[src/bsa_pkg.sv]
// shared types and constants for the buddy split allocator
// used by the rtl (bsa_cell, buddy_split_allocator_unit) and the testbench
package bsa_pkg;

  localparam int ORDER_W = 5;
  localparam int OWNER_W = 16;
  localparam int SIZE_W = 31;
  localparam int LEN_W = 7;
  localparam int STATUS_W = 2;

  localparam int MAX_BLOCKS_DEF = 64;
  localparam int ID_BITS_DEF = 16;
  localparam logic [ORDER_W-1:0] ORDER_RESET = 5'd10;

  localparam logic OP_ALLOC = 1'b0;
  localparam logic OP_QUERY = 1'b1;

  localparam logic [STATUS_W-1:0] ST_OK = 2'd0;
  localparam logic [STATUS_W-1:0] ST_NOFIT = 2'd1;
  localparam logic [STATUS_W-1:0] ST_OVER = 2'd2;

  localparam logic [2:0] CMD_HOLD = 3'd0;
  localparam logic [2:0] CMD_ROT = 3'd1;
  localparam logic [2:0] CMD_SPLIT = 3'd2;
  localparam logic [2:0] CMD_SET = 3'd3;
  localparam logic [2:0] CMD_INIT = 3'd4;

  typedef struct packed {
    logic [2:0] cmd;
    logic [ORDER_W-1:0] init_order;
  } cell_ctl_t;

endpackage

[src/bsa_cell.sv]
// one list entry of the allocator chain: block order and owner
// depends on bsa_pkg for the command codes and control struct
module bsa_cell #(
  parameter int IDX = 0,
  parameter int ID_BITS = bsa_pkg::ID_BITS_DEF
) (
  input  logic                          clk,
  input  bsa_pkg::cell_ctl_t            ctl,
  input  logic                          wrap,
  input  logic [bsa_pkg::ORDER_W-1:0]   up_order,
  input  logic [ID_BITS-1:0]            up_owner,
  input  logic [bsa_pkg::ORDER_W-1:0]   dn_order,
  input  logic [ID_BITS-1:0]            dn_owner,
  input  logic [bsa_pkg::ORDER_W-1:0]   head_order,
  input  logic [ID_BITS-1:0]            head_owner,
  input  logic [ID_BITS-1:0]            new_owner,
  output logic [bsa_pkg::ORDER_W-1:0]   order,
  output logic [ID_BITS-1:0]            owner
);

  always_ff @(posedge clk) begin
    case (ctl.cmd)
      bsa_pkg::CMD_ROT: begin
        if (wrap) begin
          order <= head_order;
          owner <= head_owner;
        end else begin
          order <= up_order;
          owner <= up_owner;
        end
      end
      bsa_pkg::CMD_SPLIT: begin
        if (IDX == 0) begin
          order <= order - 1'b1;
        end else if (IDX == 1) begin
          order <= head_order - 1'b1;
          owner <= '0;
        end else begin
          order <= dn_order;
          owner <= dn_owner;
        end
      end
      bsa_pkg::CMD_SET: begin
        if (IDX == 0) begin
          owner <= new_owner;
        end
      end
      bsa_pkg::CMD_INIT: begin
        if (IDX == 0) begin
          order <= ctl.init_order;
          owner <= '0;
        end
      end
      default: begin
      end
    endcase
  end

endmodule

[src/buddy_split_allocator_unit.sv]
// top level of the buddy split allocator: sequencer plus a ring of list cells
// depends on bsa_pkg and bsa_cell
//
// input channel (in_valid/in_stall, opcode, owner_id, request_size) takes one
// transaction at a time; in_stall is high while a transaction is in work.
// output channel (out_valid/out_stall) carries the results through one
// output register, so the sequencer may finish while a result waits.
// the list lives in a ring of cells ordered from the list end; the head cell
// is the only one examined, and the ring rotates one place per cycle.
// allocate: find the order of the request, then rotate the ring past each entry
// that does not fit, split the found block, then rotations that restore the ring;
// one result with last set.
// query: one result per list entry, one per cycle while out_stall is low;
// a stalled output freezes the ring.
// reset (and a write of cfg_wdata) leaves one free block of the given order,
// order 10 after reset; config writes belong only to idle periods.
module buddy_split_allocator_unit #(
  parameter int MAX_BLOCKS = bsa_pkg::MAX_BLOCKS_DEF,
  parameter int ID_BITS = bsa_pkg::ID_BITS_DEF
) (
  input  logic                           clk,
  input  logic                           rst,
  input  logic                           cfg_we,
  input  logic [bsa_pkg::ORDER_W-1:0]    cfg_wdata,
  input  logic                           in_valid,
  output logic                           in_stall,
  input  logic                           opcode,
  input  logic [bsa_pkg::OWNER_W-1:0]    owner_id,
  input  logic [bsa_pkg::SIZE_W-1:0]     request_size,
  output logic                           out_valid,
  input  logic                           out_stall,
  output logic [bsa_pkg::OWNER_W-1:0]    owner_out,
  output logic [bsa_pkg::LEN_W-1:0]      list_length,
  output logic [bsa_pkg::STATUS_W-1:0]   status,
  output logic                           last
);

  localparam int CNT_W = $clog2(MAX_BLOCKS + 1);
  localparam int SUM_W = CNT_W + 6;
  localparam int OW = (ID_BITS < bsa_pkg::OWNER_W) ? ID_BITS : bsa_pkg::OWNER_W;

  localparam logic [2:0] S_IDLE = 3'd0;
  localparam logic [2:0] S_ORD = 3'd1;
  localparam logic [2:0] S_SCAN = 3'd2;
  localparam logic [2:0] S_SPLIT = 3'd3;
  localparam logic [2:0] S_UNROT = 3'd4;
  localparam logic [2:0] S_RESP = 3'd5;
  localparam logic [2:0] S_QRY = 3'd6;

  logic [2:0] state;
  logic [CNT_W-1:0] count;
  logic [CNT_W-1:0] rot;
  logic [CNT_W-1:0] rem;
  logic [CNT_W-1:0] qn;
  logic [bsa_pkg::ORDER_W-1:0] k;
  logic [bsa_pkg::SIZE_W-1:0] sreg;
  logic [ID_BITS-1:0] owner_q;
  logic [bsa_pkg::STATUS_W-1:0] status_q;

  logic [bsa_pkg::ORDER_W-1:0] ord [MAX_BLOCKS];
  logic [ID_BITS-1:0] own [MAX_BLOCKS];
  logic [MAX_BLOCKS-1:0] wrap;
  bsa_pkg::cell_ctl_t ctl;

  logic can_load;
  logic fit;
  logic over;
  logic in_acc;

  assign in_stall = (state != S_IDLE);
  assign in_acc = in_valid && !in_stall;
  assign can_load = !out_valid || !out_stall;
  assign fit = (own[0] == '0) && (ord[0] >= k);
  assign over = (SUM_W'(count) + SUM_W'(ord[0] - k)) > SUM_W'(MAX_BLOCKS);

  always_comb begin
    ctl.cmd = bsa_pkg::CMD_HOLD;
    ctl.init_order = cfg_wdata;
    if (rst) begin
      ctl.cmd = bsa_pkg::CMD_INIT;
      ctl.init_order = bsa_pkg::ORDER_RESET;
    end else if (cfg_we) begin
      ctl.cmd = bsa_pkg::CMD_INIT;
    end else begin
      case (state)
        S_SCAN: begin
          if (rot != count && !fit) begin
            ctl.cmd = bsa_pkg::CMD_ROT;
          end
        end
        S_SPLIT: begin
          if (ord[0] > k) begin
            ctl.cmd = bsa_pkg::CMD_SPLIT;
          end else begin
            ctl.cmd = bsa_pkg::CMD_SET;
          end
        end
        S_UNROT: ctl.cmd = bsa_pkg::CMD_ROT;
        S_QRY: begin
          if (can_load) begin
            ctl.cmd = bsa_pkg::CMD_ROT;
          end
        end
        default: begin
        end
      endcase
    end
  end

  for (genvar i = 0; i < MAX_BLOCKS; i++) begin : g_cell
    logic [bsa_pkg::ORDER_W-1:0] up_o;
    logic [ID_BITS-1:0] up_w;
    logic [bsa_pkg::ORDER_W-1:0] dn_o;
    logic [ID_BITS-1:0] dn_w;

    assign wrap[i] = (CNT_W'(i) == count - 1'b1);

    if (i == MAX_BLOCKS - 1) begin : g_top
      assign up_o = '0;
      assign up_w = '0;
    end else begin : g_mid
      assign up_o = ord[i+1];
      assign up_w = own[i+1];
    end

    if (i == 0) begin : g_bot
      assign dn_o = '0;
      assign dn_w = '0;
    end else begin : g_nb
      assign dn_o = ord[i-1];
      assign dn_w = own[i-1];
    end

    bsa_cell #(
      .IDX(i),
      .ID_BITS(ID_BITS)
    ) u_cell (
      .clk(clk),
      .ctl(ctl),
      .wrap(wrap[i]),
      .up_order(up_o),
      .up_owner(up_w),
      .dn_order(dn_o),
      .dn_owner(dn_w),
      .head_order(ord[0]),
      .head_owner(own[0]),
      .new_owner(owner_q),
      .order(ord[i]),
      .owner(own[i])
    );
  end

  always_ff @(posedge clk) begin
    if (rst) begin
      state <= S_IDLE;
      count <= CNT_W'(1);
      out_valid <= 1'b0;
    end else begin
      if (!out_stall) begin
        out_valid <= 1'b0;
      end
      if (cfg_we) begin
        count <= CNT_W'(1);
      end
      case (state)
        S_IDLE: begin
          if (in_acc) begin
            state <= (opcode == bsa_pkg::OP_QUERY) ? S_QRY : S_ORD;
          end
        end
        S_ORD: begin
          if (sreg == '0) begin
            state <= S_SCAN;
          end
        end
        S_SCAN: begin
          if (rot == count) begin
            state <= S_RESP;
          end else if (fit) begin
            if (over) begin
              state <= (rot == '0) ? S_RESP : S_UNROT;
            end else begin
              state <= S_SPLIT;
            end
          end
        end
        S_SPLIT: begin
          if (ord[0] > k) begin
            count <= count + 1'b1;
          end else begin
            state <= (rot == '0) ? S_RESP : S_UNROT;
          end
        end
        S_UNROT: begin
          if (rem == CNT_W'(1)) begin
            state <= S_RESP;
          end
        end
        S_RESP: begin
          if (can_load) begin
            out_valid <= 1'b1;
            state <= S_IDLE;
          end
        end
        S_QRY: begin
          if (can_load) begin
            out_valid <= 1'b1;
            if (qn == CNT_W'(1)) begin
              state <= S_IDLE;
            end
          end
        end
        default: state <= S_IDLE;
      endcase
    end
  end

  always_ff @(posedge clk) begin
    case (state)
      S_IDLE: begin
        if (in_acc) begin
          owner_q <= ID_BITS'(owner_id[OW-1:0]);
          sreg <= (request_size == '0) ? '0 : request_size - 1'b1;
          k <= '0;
          rot <= '0;
          qn <= count;
          status_q <= bsa_pkg::ST_OK;
        end
      end
      S_ORD: begin
        if (sreg != '0) begin
          sreg <= sreg >> 1;
          k <= k + 1'b1;
        end
      end
      S_SCAN: begin
        if (rot == count) begin
          status_q <= bsa_pkg::ST_NOFIT;
        end else if (fit) begin
          if (over) begin
            status_q <= bsa_pkg::ST_OVER;
            rem <= count - rot;
          end
        end else begin
          rot <= rot + 1'b1;
        end
      end
      S_SPLIT: begin
        if (!(ord[0] > k)) begin
          rem <= count - rot;
        end
      end
      S_UNROT: rem <= rem - 1'b1;
      S_RESP: begin
        if (can_load) begin
          owner_out <= '0;
          list_length <= bsa_pkg::LEN_W'(count);
          status <= status_q;
          last <= 1'b1;
        end
      end
      S_QRY: begin
        if (can_load) begin
          owner_out <= bsa_pkg::OWNER_W'(own[0][OW-1:0]);
          list_length <= bsa_pkg::LEN_W'(count);
          status <= bsa_pkg::ST_OK;
          last <= (qn == CNT_W'(1));
          qn <= qn - 1'b1;
        end
      end
      default: begin
      end
    endcase
  end

endmodule

[config.mk]
export PLATFORM = sky130hd
export DESIGN_NAME = buddy_split_allocator_unit
export DESIGN_NICKNAME = d
export VERILOG_FILES = /design/src/bsa_pkg.sv /design/src/bsa_cell.sv /design/src/buddy_split_allocator_unit.sv
export SDC_FILE = /design/constraint.sdc
export NUM_CORES = 2
export LEC_CHECK = 0
export BUFFER_PORTS_ARGS = -buffer_cell sky130_fd_sc_hd__buf_2
export CAP_MARGIN = 20
export CORE_AREA = 2 2 448 450
export CTS_CLUSTER_DIAMETER = 40
export DETAILED_ROUTE_END_ITERATION = 10
export DIE_AREA = 0 0 450 452
export GPL_ROUTABILITY_DRIVEN = 1
export SLEW_MARGIN = 20
export SYNTH_ARGS = -nofsm -noshare
export SYNTH_HDL_FRONTEND = slang
export SYNTH_SLANG_ARGS = --single-unit
[constraint.sdc]
create_clock -name clk -period 153.9 [get_ports clk]
set_input_delay 23.085 -clock clk [delete_from_list [all_inputs] [get_ports clk]]
set_output_delay 23.085 -clock clk [all_outputs]
set_load 0.01 [all_outputs]
Word-level counts from Yosys, hierarchy flattened
Cells that the tools add are included.

Flip-flop bits (word level): 1456. Bits in latches: 0. Bits in writable memories: 0. Memories kept: 0. Word-level logic and storage cells: 599. Output and inout bits: 28. ROM bits: 0.

Reduce and logical (&&, ||, !) cells: 36. Bitwise gates (word level): 0. Shifts and indexed selects: 0. Equality and inequality tests: 92. Multiply operators: 0. $lt $le $gt $ge: 3. Add/subtract/negate cells: 11. Divide/modulo/power cells: 0. Multiplexer cells: 315.

Operator list (count): $pmux W16 S2 (64); $mux W16 (66); $pmux W5 S2 (64); $mux W5 (67); $eq A6 B7 Y1 const A (32); $eq A5 B7 Y1 const A (16); $mux W31 (3); $mux W7 (12); $logic_not A31 Y1 (2); $pmux W31 S2 (1); $eq A4 B7 Y1 const A (8); $pmux W16 S3 (1); $mux W3 (13); $reduce_bool A31 Y1 (1); $sub A31 B1 Y31 const B (1); $eq A3 B7 Y1 const A (4); $pmux W7 S2 (2); $ne A2 B2 Y1 const B (13); $pmux W3 S7 (1); $pmux W7 S3 (1); $sub A7 B1 Y7 const B (3); $logic_not A16 Y1 (1); $pmux W5 S3 (1); $add A7 B1 Y7 const B (2); 35 further kinds (78).

Longest topological paths before layout
Depth in word-level cells: 11. Depth in mapped cells: 17.

Hierarchy
From an unflattened synthesis, not the netlist that was laid out.

Cell total of the unflattened synthesis: 5281. Area total of the unflattened synthesis: 85978.7 um^2.

Modules (own cells, without submodules): bsa_cell at g_cell[10].u_cell ... (seq. area each 630.6 um^2, area an instance 1234.9 um^2, times used 62, cells each 70); buddy_split_allocator_unit (seq. area each 3253.1 um^2, area an instance 7036.7 um^2, times used 1, cells each 741); bsa_cell at g_cell[0].u_cell (seq. area each 630.6 um^2, area an instance 1287.5 um^2, times used 1, cells each 113); bsa_cell at g_cell[1].u_cell (seq. area each 630.6 um^2, area an instance 1088.5 um^2, times used 1, cells each 87).

Least setup slack after synthesis
Ideal clock, no wire load.

Kind: in2reg. From: input port cfg_we. To: register g_cell[10].u_cell.order[0] (netlist bit), enable pin. Arrival: 115832 ps. Path slack: 33206 ps. Library setup time: 4862 ps. Cell stages on the path: 5. Path buffers: 2. Path through: clkbuf_1 nor2_1 clkbuf_1 o211ai_1 o21ai_0.

Longest elaborated chain between the ends: 4.

Ends and longest elaborated chain: start: declaration (line buddy_split_allocator_unit.sv:23) `input logic cfg_we,`; $mux W3 * (line buddy_split_allocator_unit.sv:82) `end else if (cfg_we) begin`; $mux W3 * (line buddy_split_allocator_unit.sv:79) `if (rst) begin`; $eq A3 B1 Y1 / $eq A3 B2 Y1 (equally long branches) (line bsa_cell.sv:22) `case (ctl.cmd)`; $reduce_bool A2 Y1 (no source line) *; end signal: assignment (line bsa_cell.sv:25) `order <= head_order;`; end signal: assignment (line bsa_cell.sv:28) `order <= up_order;`; end signal: assignment (line bsa_cell.sv:34) `order <= order - 1'b1;`; end: declaration (line bsa_cell.sv:17) `output logic [bsa_pkg::ORDER_W-1:0] order,`.

Every way passes the cells marked *; elsewhere a longest branch is shown, timed or not. A chain may end at the register's enable or synchronous reset.

Final worst setup path
From: input port rst. To: register g_cell[62].u_cell.owner[15] (data pin).

Longest elaborated chain between the ends: 3.

Ends and longest elaborated chain: start: declaration (line buddy_split_allocator_unit.sv:22) `input logic rst,`; $mux W3 * (line buddy_split_allocator_unit.sv:79); $eq A3 B2 Y1 / $eq A3 B1 Y1 (equally long branches) (line bsa_cell.sv:22); $pmux W16 S2 * (line bsa_cell.sv:22); end signal: assignment (line bsa_cell.sv:26) `owner <= head_owner;`; end signal: assignment (line bsa_cell.sv:29) `owner <= up_owner;`; end signal: assignment (line bsa_cell.sv:40) `owner <= dn_owner;`; end: declaration (line bsa_cell.sv:18) `output logic [ID_BITS-1:0] owner`.

Marked as above.

==> qor.yml <==
finish:
  final_cell_mix: "nand2_1, edfxtp_1, mux2i_1"
  final_area_um2: 84200
  final_layout_size_suffix_gt1_share_pct: 8.63
  multi_input_area_um2: 28900
  nFillCells: 18900
  final_common_cell: "nand2_1"
  layout.nets: 6624
  synthToLayoutAreaGrowth_pct: 12.0
  ff_latch_area_um2: 43600
drt:
  ant_nets: 0
  drtIter0Drc: 4502
  vias_per_cell: 5.48
  vias: 51200
  drc: 0
  wirelength_um: 188000
  drt_first_pass_iters: 6
  wire_per_inst_um: 20.1
pwr:
  power_density_nw_per_um2: 12.7
  ir_drop_mv: 0.0116
  p_total_uw: 1070
  p_leak_uw: 0.0301
sta:
  worst_slew_pin_slew_ns: 1.09
  grt_setup_unrepaired: "no"
  period_share_pct: 18.6
  drv_slew: 0
  fin_crit_ns: 28.70
  setup_viol: 0
  fmax_ghz: 0.0348
  slew-limit-headroom_pct: 27.2
  tns_ns: 0
  hold_violations: 0
  fin_skew_ns: 0.0347
grt:
  first_global_vias: 52500
  grt_pass1_wl_um: 298000
  grt_usage_pct: 18.1
  overflow: 0
  grt_max_degree: 297
  antenna_found_initial: 3
setup_path:
  reg2reg_depth: 13
  r2r_end: "g_cell[62].u_cell.owner[4]$_DFFE_PP_"
  rrSetupSlack_ns: 146.02
  crit_family: "buffers and inverters"
  crit_path_frequent_cell: "buf_4"
  worstPathMaxFanout: 118
  crit_chain: "buf_2 > nor2_1 > buf_4 > nor4b_4 > buf_4 > buf_4 > buf_4 > buf_4 > buf_4 > o21ai_0"
  cp.required_ns: 154.42
  cp.depth: 10
  cp-start-kind: "input pin"
  cp_slowest_cell: "buf_4"
  worst-setup-path-type: "in -> reg"
  endpoint_kind: "flip-flop"
  regToRegStartpoint: "g_cell[0].u_cell.order[2]$_DFFE_PP_"
  cp.arrival_ns: 29.22
  slowest_delay_ns: 0.90
  critPathBufInv: 7
place:
  numPortBuffers: 85
  place_area_um2: 77500
  hpwl_um: 112000
  place_congestion: 0.826
synthesis:
  avgSynthCellArea_um2: 11.2
  synth_edf_count: 1445
  yosys_warnings: 0
  ys_ff_latch: 1456
  yosysUniqueCellTypes: 67
  syn_inst: 6729
  synth.net_count: 6823
  netlist_area_um2: 75200
  synthFlopType: "edfxtp_1"
  synthArstFlopShare_pct: 0
  ys_seq_area_share_pct: 58.0
flow_run:
  max_cap_violations: 0
floorplanning:
  die_w_um: 450
  die_h_um: 452
  ioPinCount: 86
  core-area_um2: 199000
  die_area_um2: 203000
  start_util_pct: 37.8
  core.rowCount: 164
clock_network:
  htreeDepth: 4
  cts.reportedPaths.clkPinSlew_ns: 0.06
  cts_max_path_buffers: 3
  post_cts_buffers: 0
  ctsResizeCount: 0
  clkLatencyLatePin_ns: 0.82
  clkSinkCount: 1456
  hold_buffers: 0
  cts_buffers: 199
  tritoncts: "done"
  root_buffer: "clkbuf_16"
min_path:
  hold_depth: 2
  holdPathEnd: "g_cell[24].u_cell.owner[14]$_DFFE_PP_"
  hp-start: "g_cell[23].u_cell.owner[14]$_DFFE_PP_"
  hp-class: "reg -> reg"
outcome:
  status: "finished clean"
-- final cells by class --
type                       count  share of cell area (%)
antenna                        1                 0.00297
clock buffer                 221                    6.04
clock inverter               145                    1.87
inverter                      52                   0.232
multi-input combinational   4609                    34.3
sequential                  1456                    51.8
tap                         2656                    3.95
timing repair buffer         212                    1.84
-- layer usage --
metal	vias to the layer above	wire length [µm]	global-route usage, %
met5	-	0	0
met4	0	4390	5.41
met3	291	8400	2.44
met2	1128	91800	30.4
met1	25800	83700	24.4
li1	24000	-	-
-- worst max path at each step --
stage,startpoint,to
2_1_floorplan,cfg_we,g_cell[10].u_cell.order[0]$_DFFE_PP_
3_3_place_gp,rst,g_cell[62].u_cell.order[2]$_DFFE_PP_
3_5_place_dp,rst,g_cell[61].u_cell.order[0]$_DFFE_PP_
4_1_cts,rst,g_cell[62].u_cell.owner[4]$_DFFE_PP_
5_1_grt,rst,g_cell[61].u_cell.order[0]$_DFFE_PP_
6_report,rst,g_cell[62].u_cell.owner[15]$_DFFE_PP_
-- state kept, by name, summed over array words and instances, names as in the netlist --
register / flops
count: 7
g_cell.u_cell.order: 320
g_cell.u_cell.owner: 1024
k: 5
last: 1
list_length: 7
out_valid: 1
owner_out: 16
owner_q: 16
qn: 7
rem: 7
rot: 7
sreg: 31
state: 3
status: 2
status_q: 2
-- metrics by stage --
| stage | setup slack (ns) | util, % | hold slack (ns) | cells |
|---|---|---|---|---|
| 2_1_floorplan | 33.21 | - | 0.435 | 6729 |
| 3_5_place_dp | 124.44 | 39.0 | 0.532 | 8982 |
| 4_1_cts | 125.33 | 42.4 | 0.536 | 9348 |
| 6_report | 125.20 | 42.4 | 0.541 | 9352 |
| 5_1_grt | 124.63 | 42.4 | 0.568 | 9352 |
| 3_3_place_gp | 124.62 | 39.0 | 0.526 | 8982 |
-- cells in the mapped netlist (all sizes together) (3+ instances only) --
library cell  number  area (µm²)
or3                9        56.3
nor3b              7        52.6
nor2              81         438
a21o               3        22.5
edfxtp          1445       43400
nand3b             7        52.6
nand2b            11        68.8
nor4b              4        41.3
mux2i           1306       13100
a21oi             41         205
or4                6        45.0
fa                 3        60.1
nor2b              9        56.3
o311ai             4        35.0
o21ai           1314        6580
o21a               4        30.0
a31oi              3        18.8
xor2              22         193
a211o              3        26.3
nand4              9        56.3
ha                33         413
a22oi              5        37.5
a211oi             7        57.6
and2              10        62.6
inv               52         195
o31ai             29         218
clkbuf           440        1650
and3              32         200
nor3              24         125
dfxtp             11         220
nand3             50         250
nand2           1474        5530
or2                4        25.0
xnor2             39         342
o211ai             7        52.6
buf              172         918
a21boi             4        30.0
nor4              24         156
-- power by group --
group	switching [µW]	total (µW)	leakage [µW]	internal, µW
Clock	189	464	0.00321	276
Combinational	73.9	109	0.0137	35.0
Sequential	18.9	499	0.0132	480
-- worst register-to-register path: stages (launching register included) --
cell	delay, ns
edfxtp_1	0.32
buf_4	0.69
ha_1	0.45
a211o_1	0.34
a21oi_1	0.46
a21oi_1	0.30
o211ai_1	0.29
o211ai_1	0.32
o21ai_4	0.23
buf_4	0.81
buf_12	0.69
buf_4	1.00
buf_6	0.75
buf_4	0.78
-- cells by family after synthesis --
group | synth area share, %
AO/OA/AOI/OAI | 9.92
AND/OR/NAND/NOR | 9.66
adder cells (fa/ha/maj) | 0.629
multiplexers | 17.4
flip-flops | 58.0
XOR/XNOR | 0.711
buffers and inverters | 3.68
No activity file was read; power rests on OpenSTA's default activity.
